**src/pps_pkg.sv**
```systemverilog
// ----------------------------------------------------------------------------
// pps_pkg
// Types, constants and the charge-pump band lookup for the PLL solver.
// ----------------------------------------------------------------------------
package pps_pkg;

    localparam int LANES      = 4;
    localparam int VCO_W      = 12;
    localparam int REF_W      = 9;
    localparam int FOUT_W     = 12;
    localparam int DIV_W      = 2;
    localparam int NPC_W      = 6;
    localparam int CODE_W     = 4;
    localparam int STEP_BITS  = 4;
    localparam int WIDE_W     = FOUT_W + 3;

    localparam logic [REF_W-1:0]  REF_RESET = 9'd24;
    localparam logic [WIDE_W-1:0] VCO_MIN   = 15'd1200;
    localparam logic [WIDE_W-1:0] VCO_MAX   = 15'd2700;

    localparam logic [VCO_W-1:0] BAND_12 = 12'd2650;
    localparam logic [VCO_W-1:0] BAND_10 = 12'd2480;
    localparam logic [VCO_W-1:0] BAND_9  = 12'd2300;
    localparam logic [VCO_W-1:0] BAND_7  = 12'd2080;
    localparam logic [VCO_W-1:0] BAND_6  = 12'd1870;
    localparam logic [VCO_W-1:0] BAND_4  = 12'd1600;

    localparam logic [CODE_W-1:0] CIH_12 = 4'b1100;
    localparam logic [CODE_W-1:0] CIH_10 = 4'b1010;
    localparam logic [CODE_W-1:0] CIH_9  = 4'b1001;
    localparam logic [CODE_W-1:0] CIH_7  = 4'b0111;
    localparam logic [CODE_W-1:0] CIH_6  = 4'b0110;
    localparam logic [CODE_W-1:0] CIH_4  = 4'b0100;
    localparam logic [CODE_W-1:0] CIH_3  = 4'b0011;

    localparam logic STATUS_FOUND    = 1'b0;
    localparam logic STATUS_NO_FOUND = 1'b1;

    typedef struct packed {
        logic             ok;
        logic [VCO_W-1:0] vco;
        logic [VCO_W-1:0] num;
        logic [REF_W-1:0] rem;
        logic [VCO_W-1:0] quo;
    } lane_t;

    typedef lane_t [LANES-1:0] lane_vec_t;

    // vco is above VCO_MIN here; at or below BAND_4 it maps to CIH_3
    function automatic logic [CODE_W-1:0] cih_lookup(input logic [VCO_W-1:0] vco);
        logic [CODE_W-1:0] code;
        if (vco > BAND_12)
            code = CIH_12;
        else if (vco > BAND_10)
            code = CIH_10;
        else if (vco > BAND_9)
            code = CIH_9;
        else if (vco > BAND_7)
            code = CIH_7;
        else if (vco > BAND_6)
            code = CIH_6;
        else if (vco > BAND_4)
            code = CIH_4;
        else
            code = CIH_3;
        return code;
    endfunction

endpackage

```
**src/pps_div_stage.sv**
```systemverilog
// ----------------------------------------------------------------------------
// pps_div_stage
// One registered slice of the lane dividers: four restoring steps per lane.
// ----------------------------------------------------------------------------
module pps_div_stage (
    input  logic                         clk,
    input  logic                         rst_n,
    input  logic                         in_valid,
    input  pps_pkg::lane_vec_t           in_lanes,
    input  logic [pps_pkg::REF_W-1:0]    divisor,
    input  logic                         out_ready,
    output logic                         in_ready,
    output logic                         valid_reg,
    output pps_pkg::lane_vec_t           lanes_reg
);
    import pps_pkg::*;

    lane_vec_t lanes_next;

    always_comb
    begin
        logic [REF_W:0] trial;
        lanes_next = in_lanes;
        for (int l = 0; l < LANES; l++)
        begin
            for (int s = 0; s < STEP_BITS; s++)
            begin
                trial = {lanes_next[l].rem, lanes_next[l].num[VCO_W-1]};
                lanes_next[l].num = {lanes_next[l].num[VCO_W-2:0], 1'b0};
                if (trial >= {1'b0, divisor})
                begin
                    trial = trial - {1'b0, divisor};
                    lanes_next[l].rem = trial[REF_W-1:0];
                    lanes_next[l].quo = {lanes_next[l].quo[VCO_W-2:0], 1'b1};
                end
                else
                begin
                    lanes_next[l].rem = trial[REF_W-1:0];
                    lanes_next[l].quo = {lanes_next[l].quo[VCO_W-2:0], 1'b0};
                end
            end
        end
    end

    assign in_ready = !valid_reg || out_ready;

    always_ff @(posedge clk or negedge rst_n)
    begin
        if (!rst_n)
            valid_reg <= 1'b0;
        else if (in_ready)
            valid_reg <= in_valid;
    end

    always_ff @(posedge clk)
    begin
        if (in_ready && in_valid)
            lanes_reg <= lanes_next;
    end

endmodule

```
**src/pll_parameter_solver_top.sv**
```systemverilog
// ----------------------------------------------------------------------------
// pll_parameter_solver_top
// PLL divider search: four divider lanes, pipelined division, band lookup.
// Items pass the s0 register, three divider stages and the output register.
// One item per cycle unless stalled; the 12-bit quotient spans 3 stages.
// A stalled output holds the whole pipeline; no item is lost or repeated.
// Reset clears all valid bits and loads the reference register with 24 MHz.
// ----------------------------------------------------------------------------
module pll_parameter_solver_top (
    input  logic                          clk,
    input  logic                          rst_n,
    input  logic                          cfg_wr_en,
    input  logic [pps_pkg::REF_W-1:0]     cfg_wr_data,
    input  logic                          in_valid,
    output logic                          in_stall,
    input  logic [pps_pkg::FOUT_W-1:0]    out_freq_mhz,
    output logic                          out_valid,
    input  logic                          out_stall,
    output logic                          status,
    output logic [pps_pkg::DIV_W-1:0]     out_div,
    output logic [pps_pkg::NPC_W-1:0]     npc_code,
    output logic [pps_pkg::CODE_W-1:0]    nsc_code,
    output logic [pps_pkg::CODE_W-1:0]    cih_code
);
    import pps_pkg::*;

    logic [REF_W-1:0] ref_reg;

    logic      s0_valid_reg;
    lane_vec_t s0_lanes_reg;
    lane_vec_t s0_lanes_next;
    logic      s0_ready;

    logic      st1_in_ready, st1_valid;
    logic      st2_in_ready, st2_valid;
    logic      st3_in_ready, st3_valid;
    lane_vec_t st1_lanes, st2_lanes, st3_lanes;

    logic out_valid_reg;
    logic out_ready;

    logic                status_reg, status_next;
    logic [DIV_W-1:0]    div_reg, div_next;
    logic [NPC_W-1:0]    npc_reg, npc_next;
    logic [CODE_W-1:0]   nsc_reg, nsc_next;
    logic [CODE_W-1:0]   cih_reg, cih_next;

    always_ff @(posedge clk or negedge rst_n)
    begin
        if (!rst_n)
            ref_reg <= REF_RESET;
        else if (cfg_wr_en)
            ref_reg <= cfg_wr_data;
    end

    // lane l tries output divider exponent l
    always_comb
    begin
        logic [WIDE_W-1:0] wide;
        for (int l = 0; l < LANES; l++)
        begin
            wide = {3'b000, out_freq_mhz} << l;
            s0_lanes_next[l].ok  = (wide > VCO_MIN) && (wide <= VCO_MAX) && (ref_reg != '0);
            s0_lanes_next[l].vco = wide[VCO_W-1:0];
            s0_lanes_next[l].num = wide[VCO_W-1:0];
            s0_lanes_next[l].rem = '0;
            s0_lanes_next[l].quo = '0;
        end
    end

    assign out_ready = !out_valid_reg || !out_stall;
    assign s0_ready  = !s0_valid_reg || st1_in_ready;
    assign in_stall  = !s0_ready;

    always_ff @(posedge clk or negedge rst_n)
    begin
        if (!rst_n)
            s0_valid_reg <= 1'b0;
        else if (s0_ready)
            s0_valid_reg <= in_valid;
    end

    always_ff @(posedge clk)
    begin
        if (s0_ready && in_valid)
            s0_lanes_reg <= s0_lanes_next;
    end

    pps_div_stage u_st1 (
        .clk       (clk),
        .rst_n     (rst_n),
        .in_valid  (s0_valid_reg),
        .in_lanes  (s0_lanes_reg),
        .divisor   (ref_reg),
        .out_ready (st2_in_ready),
        .in_ready  (st1_in_ready),
        .valid_reg (st1_valid),
        .lanes_reg (st1_lanes)
    );

    pps_div_stage u_st2 (
        .clk       (clk),
        .rst_n     (rst_n),
        .in_valid  (st1_valid),
        .in_lanes  (st1_lanes),
        .divisor   (ref_reg),
        .out_ready (st3_in_ready),
        .in_ready  (st2_in_ready),
        .valid_reg (st2_valid),
        .lanes_reg (st2_lanes)
    );

    pps_div_stage u_st3 (
        .clk       (clk),
        .rst_n     (rst_n),
        .in_valid  (st2_valid),
        .in_lanes  (st2_lanes),
        .divisor   (ref_reg),
        .out_ready (out_ready),
        .in_ready  (st3_in_ready),
        .valid_reg (st3_valid),
        .lanes_reg (st3_lanes)
    );

    // highest divider exponent with an exact quotient wins
    always_comb
    begin
        logic [VCO_W-1:0] fb_m4;
        status_next = STATUS_NO_FOUND;
        div_next    = '0;
        npc_next    = '0;
        nsc_next    = '0;
        cih_next    = '0;
        fb_m4       = '0;
        for (int l = 0; l < LANES; l++)
        begin
            if (st3_lanes[l].ok && (st3_lanes[l].rem == '0))
            begin
                fb_m4       = st3_lanes[l].quo - VCO_W'(4);
                status_next = STATUS_FOUND;
                div_next    = DIV_W'(l);
                npc_next    = fb_m4[NPC_W+1:2];
                nsc_next    = {2'b01, st3_lanes[l].quo[1:0]};
                cih_next    = cih_lookup(st3_lanes[l].vco);
            end
        end
    end

    always_ff @(posedge clk or negedge rst_n)
    begin
        if (!rst_n)
            out_valid_reg <= 1'b0;
        else if (out_ready)
            out_valid_reg <= st3_valid;
    end

    always_ff @(posedge clk)
    begin
        if (out_ready && st3_valid)
        begin
            status_reg <= status_next;
            div_reg    <= div_next;
            npc_reg    <= npc_next;
            nsc_reg    <= nsc_next;
            cih_reg    <= cih_next;
        end
    end

    assign out_valid = out_valid_reg;
    assign status    = status_reg;
    assign out_div   = div_reg;
    assign npc_code  = npc_reg;
    assign nsc_code  = nsc_reg;
    assign cih_code  = cih_reg;

endmodule

```
**config.mk**
```make
export PLATFORM = sky130hd
export DESIGN_NAME = pll_parameter_solver_top
export DESIGN_NICKNAME = d
export VERILOG_FILES = /design/src/pps_pkg.sv /design/src/pps_div_stage.sv /design/src/pll_parameter_solver_top.sv
export SDC_FILE = /design/constraint.sdc
export NUM_CORES = 1
export LEC_CHECK = 0
export BUFFER_PORTS_ARGS = -buffer_cell sky130_fd_sc_hd__buf_2
export CORE_ASPECT_RATIO = 0.8
export CORE_MARGIN = 8
export CORE_UTILIZATION = 59
export CTS_BUF_LIST = sky130_fd_sc_hd__clkbuf_16
export CTS_CLUSTER_DIAMETER = 80
export DETAILED_ROUTE_END_ITERATION = 7
export GPL_TIMING_DRIVEN = 1
export MAX_ROUTING_LAYER = met4
export PLACE_DENSITY = 0.76
export SYNTH_ARGS = -nofsm -noshare
export SYNTH_HDL_FRONTEND = slang
export SYNTH_SLANG_ARGS = --single-unit
```
**constraint.sdc**
```tcl
create_clock -name clk -period 22.7 [get_ports clk]
set_input_delay 6.81 -clock clk [delete_from_list [all_inputs] [get_ports clk]]
set_output_delay 6.81 -clock clk [all_outputs]
set_load 0.05 [all_outputs]
```
==> impl_metrics.csv, run 1 <==
group,metric,value,unit
outcome,status,"finished, final reports clean",
hold_path,hold_path_class,"reg -> reg",
setup_path,cp-start-kind,"primary input",
placed_design,place.gp.congestion,0.955,
setup_path,slowest_stage,"and3_1",
clocking,cts_hold_buffers,0,
hold_path,hold_start,"u_st2.lanes_reg[38]$_DFFE_PP_",
yosys,synth_async_sr_flop_share,5.60,%
yosys,yosys_warnings,0,
clocking,clk_latency,0.58,ns
clocking,cts-root-buf,"clkbuf_16",
yosys,synth_nets,3591,
yosys,synth_common_cells,"ha_1, a21oi_1, edfxtp_1, nor2_1, o21ai_0",
yosys,synth.top_cell.area_share,24.6,%
clocking,cts_buffers,29,
routing,drt_wl_total,79.1,mm
grt,grtUsageTotal,28.2,%
floorplan,die-area,56300,um2
setup_path,rr_startpoint,"ref_reg[1]$_DFFE_PN0P_",
routing,wl_met3,5.59,mm
setup_path,timing.rr.end,"u_st3.lanes_reg[14]$_DFFE_PP_",
sta,setup_viol,0,
hold_path,holdPathStages,0,
sta,rsz0062_at_grt,"false",
yosys,synth_cell_type_count,85,
clocking,cts_buffer_depth,3,
grt,grt_overflow,0,
yosys,postSynthAreaPerCell,9.18,um2
routing,route.detailed.drc,0,
floorplan,rows,72,
setup_path,endpoint_kind,"output port",
routing,route.met2.wl,35.5,mm
floorplan,pin_count,45,
setup_path,crit_chain,"buf_2 -> and3_1 -> nand4_1 -> inv_1 -> buf_2",
setup_path,cp.required,15.89,ns
clocking,cts_resized,0,
grt,antenna_found_initial,1,
setup_path,rr_worst_depth,38,
sta,skew,0.0132,ns
floorplan,coreArea,48300,um2
routing,met1_length,35.5,mm
clocking,cts-htree-levels,1,
routing,wl_per_cell,20.6,um
routing,via_count,24770,
grt,grt_pass1_vias,24866,
cells_and_area,fin_area,31000,um2
yosys,ys_ff_latch,250,
yosys,synth-seq-area-share,25.8,%
placed_design,port_buffers,43,
hold_path,whs_endpoint,"u_st3.lanes_reg[38]$_DFFE_PP_",
setup_path,cp_slowest_stage_delay,0.28,ns
placed_design,dp_hpwl,59.2,mm
routing,dr.first_iter.drc_count,2135,
sta,period_share,64.2,%
cells_and_area,final_nets,3644,
sta,setup_tns,0,ns
routing,post_drt_via_cell_ratio,6.44,
grt,grt_pass1_wl,127,mm
clocking,clk_pin_slew_worst_paths,0.07,ns
clocking,clock_sink_count,250,
setup_path,worstSetupPathType,"in -> out",
sta,max_freq,68.6,MHz
sta,slew_violations,0,
cells_and_area,drive_above_1_share,12.6,%
routing,top_layer_used,"met4",
grt,grt_max_degree,85,
floorplan,initial_core_util,59.8,%
routing,firstDrtPassIters,6,
setup_path,crit_top_cell,"buf_2",
yosys,synth-edff-count,236,
floorplan,die_y,214,um
job,maxCapViolations,0,
clocking,cts_tree,"built",
floorplan,die_x,263,um
yosys,synth_cells,3143,
clocking,postCtsSetupRepairBufs,0,
routing,drtAntennaViolNets,0,
cells_and_area,largest_register_ffs,84,
yosys,synth_area_leaders,"edfxtp_1, ha_1, mux2_2",
yosys,yosysMostFrequentCell,"ha_1",
sta,hold_violations,0,
setup_path,critPathArrivalTime,7.76,ns
sta,max_slew_margin,19.6,%
setup_path,regToRegSetupSlack,11.78,ns
cells_and_area,area.growth.synth_to_final,7.28,%
sta,worst_pin_slew,1.21,ns
yosys,yosysTopAreaCell,"edfxtp_1",
sta,period_needed,14.57,ns
setup_path,crit_path_max_fanout,5,
placed_design,placedInstanceArea,29900,um2
yosys,ys.flop_type,"edfxtp_1",
yosys,syn-cell-area,28900,um2
==> kinds of logic (layout without fill, tap and decap cells) <==
logic type | Yosys count | count (layout) | synth area share, %
AO/OA/AOI/OAI | 892 | 892 | 19.7
XOR/XNOR | 280 | 280 | 8.50
adder cells (fa/ha/maj) | 422 | 422 | 19.4
buffers and inverters | 237 | 313 | 3.13
flip-flops | 250 | 250 | 25.8
multiplexers | 244 | 244 | 9.42
other | 1 | 2 | 0.0130
AND/OR/NAND/NOR | 817 | 817 | 14.1
==> worst max-delay path, delay by kind of cell <==
family | cells | cell delay, ns
buffers and inverters | 3 | 0.49
AND/OR/NAND/NOR | 2 | 0.46
==> layer usage <==
metal | vias up | GRT usage (%)
li1 | 11839 | -
met1 | 11814 | 37.0
met2 | 935 | 46.0
met3 | 182 | 3.05
met4 | 0 | 8.99
met5 | - | -
==> cell usage in the layout, fill, tap and decap left out, types with 50 or more instances in the layout <==
cell type / count
a21o_1: 127
a21oi_1: 263
edfxtp_1: 236
ha_1: 381
inv_1: 169
mux2_2: 213
nand2_1: 175
nand2b_1: 50
nand4_1: 59
nor2_1: 236
nor2b_1: 56
nor3_1: 71
o21ai_0: 224
xnor2_1: 167
xor2_1: 113
==> metrics by stage <==
step / util, % / instances / hold WS (ns) / setup slack [ns]
after global routing: 64.1 / 3849 / 0.425 / 8.04
after CTS: 64.1 / 3848 / 0.419 / 8.09
after detailed placement: 62.0 / 3794 / 0.406 / 8.10
final: 64.1 / 3849 / 0.420 / 8.13
after floorplan: - / 3143 / 0.400 / 8.42
after global placement: 62.0 / 3794 / 0.402 / 8.10
==> layout make-up <==
cell class	count	area (um2)
Antenna cell	1	2.50
Inverter	184	693
Clock inverter	25	314
Tap cell	629	787
Clock buffer	29	726
Fill cell	3972	17300
Timing Repair Buffer	75	455
Sequential cell	250	7440
Multi-Input combinational cell	2656	20500
==> worst max path at each step <==
stage | startpoint | endpoint | slack (ns) | cells after the start
floorplan | out_stall | in_stall | 8.42 | 3
global placement | out_stall | in_stall | 8.10 | 5
detailed placement | out_stall | in_stall | 8.10 | 5
CTS | out_stall | in_stall | 8.09 | 5
global route | out_stall | in_stall | 8.04 | 5
finish | out_stall | in_stall | 8.13 | 5
Power of run 1 is left out: the tool's default activity adds up to more than one toggle a clock period on the data nets, which glitch-free logic cannot reach.
==> inputs of run 2 (changes only) <==
--- a/config.mk
+++ b/config.mk
@@ -5,6 +5,7 @@
 export SDC_FILE = /design/constraint.sdc
 export NUM_CORES = 1
 export LEC_CHECK = 0
+export ABC_AREA = 1
 export BUFFER_PORTS_ARGS = -buffer_cell sky130_fd_sc_hd__buf_2
 export CORE_ASPECT_RATIO = 0.8
 export CORE_MARGIN = 8
==> constraint.sdc (replaced) <==
create_clock -name clk -period 15.2 [get_ports clk]
set_input_delay 4.56 -clock clk [delete_from_list [all_inputs] [get_ports clk]]
set_output_delay 4.56 -clock clk [all_outputs]
set_load 0.05 [all_outputs]
==> impl_metrics.csv, run 2 <==
group,metric,value,unit
outcome,status,"finished, final reports clean",
placed_design,place.gp.congestion,0.981,
routing,via_count,30545,
floorplan,pin_count,45,
grt,grt_pass1_wl,144,mm
yosys,synth_common_cells,"nand2_1, inv_1, ha_1",
cells_and_area,final_cell_mix,"nand2_1, inv_1, ha_1",
floorplan,rows,77,
yosys,yosysTopAreaCell,"edfxtp_1",
clocking,cts_buffer_depth,3,
grt,grtUsageTotal,28.5,%
grt,grt_overflow,0,
setup_path,cp-start-kind,"primary input",
sta,slew_violations,0,
floorplan,initial_core_util,59.2,%
floorplan,die_y,226,um
cells_and_area,drive_above_1_share,9.06,%
sta,rsz0062_at_grt,"false",
hold_path,hold_start,"s0_lanes_reg[91]$_DFFE_PP_",
floorplan,coreArea,54800,um2
clocking,cts-htree-levels,1,
clocking,clock_sink_count,250,
yosys,synth_nets,4973,
clocking,cts_resized,0,
yosys,synth_cell_type_count,69,
sta,max_slew_margin,33.4,%
placed_design,dp_hpwl,67.6,mm
clocking,postCtsSetupRepairBufs,0,
floorplan,die_x,278,um
clocking,cts_hold_buffers,0,
sta,skew,0.0414,ns
clocking,cts_tree,"built",
yosys,synth-seq-area-share,22.9,%
routing,drt_wl_total,88.3,mm
setup_path,regToRegSetupSlack,6.70,ns
hold_path,hold_path_class,"reg -> reg",
sta,worst_pin_slew,0.999,ns
yosys,yosysMostFrequentCell,"nand2_1",
setup_path,crit_path_max_fanout,3,
yosys,ys.flop_type,"edfxtp_1",
clocking,clk_latency,0.60,ns
grt,antenna_found_initial,4,
routing,route.detailed.drc,0,
sta,max_freq,91.9,MHz
cells_and_area,final_nets,5030,
setup_path,rr_startpoint,"ref_reg[7]$_DFFE_PN0P_",
cells_and_area,final_util,62.8,%
sta,period_share,71.6,%
routing,firstDrtPassIters,6,
grt,grt_max_degree,72,
setup_path,worstSetupPathType,"in -> out",
yosys,syn-cell-area,32500,um2
clocking,clk_pin_slew_worst_paths,0.07,ns
yosys,postSynthAreaPerCell,7.17,um2
routing,post_drt_via_cell_ratio,5.74,
cells_and_area,largest_register_ffs,84,
grt,grt_pass1_vias,28366,
floorplan,die-area,62800,um2
sta,hold_violations,0,
routing,dr.first_iter.drc_count,2832,
yosys,yosys_warnings,0,
yosys,synth_cells,4525,
placed_design,port_buffers,43,
sta,setup_tns,0,ns
routing,wl_per_cell,16.6,um
setup_path,critPathLaunch,"out_stall",
cells_and_area,area.growth.synth_to_final,6.08,%
clocking,cts-root-buf,"clkbuf_16",
yosys,synth.top_cell.area_share,21.8,%
setup_path,endpoint_kind,"output port",
sta,setup_viol,0,
sta,period_needed,10.88,ns
yosys,ys_ff_latch,250,
sta,hold_slack,0.388,ns
setup_path,cp.required,10.64,ns
routing,drtAntennaViolNets,0,
yosys,synth_area_leaders,"edfxtp_1, nand2_1, ha_1",
setup_path,critPathArrivalTime,6.32,ns
yosys,synth-edff-count,236,
clocking,cts_buffers,29,
yosys,synth_async_sr_flop_share,5.60,%
cells_and_area,final_common_cell,"nand2_1",
job,maxCapViolations,0,
[run 2: cell count changes in the layout (fill, tap and decap cells not counted), sizes merged, moves of 26 or more]
cell and delta:
nand2 +1332, nand3 +407, inv +369, mux2 -215, a21o -109, xnor2 -84, nor2b -57, xor2 +56
nand2b -50, o21ai -36, mux2i -29, o21a -26
[run 2: metrics by stage]
stage | setup slack [ns] | area (um2) | cells
3_3_place_gp | 4.36 | 33400 | 5262
6_report | 4.32 | 34400 | 5320
4_1_cts | 4.34 | 34400 | 5316
3_5_place_dp | 4.38 | 33400 | 5262
5_1_grt | 4.25 | 34400 | 5320
2_1_floorplan | 4.87 | 32500 | 4525
[run 2: final timing paths]
kind,to,depth (start not counted)
min in group asynchronous,ref_reg[7]$_DFFE_PN0P_,1
setup reg to reg,u_st2.lanes_reg[58]$_DFFE_PP_,40
max in group asynchronous,ref_reg[3]$_DFFE_PN1P_,1
hold / removal,u_st1.lanes_reg[91]$_DFFE_PP_,0
hold reg to reg,u_st1.lanes_reg[91]$_DFFE_PP_,0
setup / recovery,in_stall,10
[run 2: per-layer routing]
metal  part of all wire [%]  up-vias  GRT usage [%]
met5                      0        -              -
met4                    2.3        0           6.80
met3                    8.7      148           3.98
met2                     42     1091           43.3
met1                     47    13983           39.9
li1                       -    15323              -
[run 2: cells by family after synthesis]
group | after synthesis | synth area share (%)
AO/OA/AOI/OAI | 614 | 12.2
buffers and inverters | 591 | 7.35
XOR/XNOR | 252 | 6.80
AND/OR/NAND/NOR | 2395 | 33.5
other | 1 | 0.0116
adder cells (fa/ha/maj) | 422 | 17.2
flip-flops | 250 | 22.9
[run 2: layout make-up]
cell class              count  area, um2
multi-input cells        3684      22600
fillers                  4907      20400
flip-flops and latches    250       7440
inverters                 553       2080
well taps                 711        890
clock buffers              29        726
repair buffers             64        373
clock inverters            25        260
diodes                      4       10.0
[run 2: worst max-delay path: stages]
cell and delay, ns:
buf_2 0.12, nand2_1 0.07, nor2_1 0.17, inv_1 0.10
nor2_1 0.22, inv_1 0.11, nor2_1 0.30, inv_1 0.10
nor2_1 0.23, buf_2 0.32
Power of run 2 is left out for the same reason.
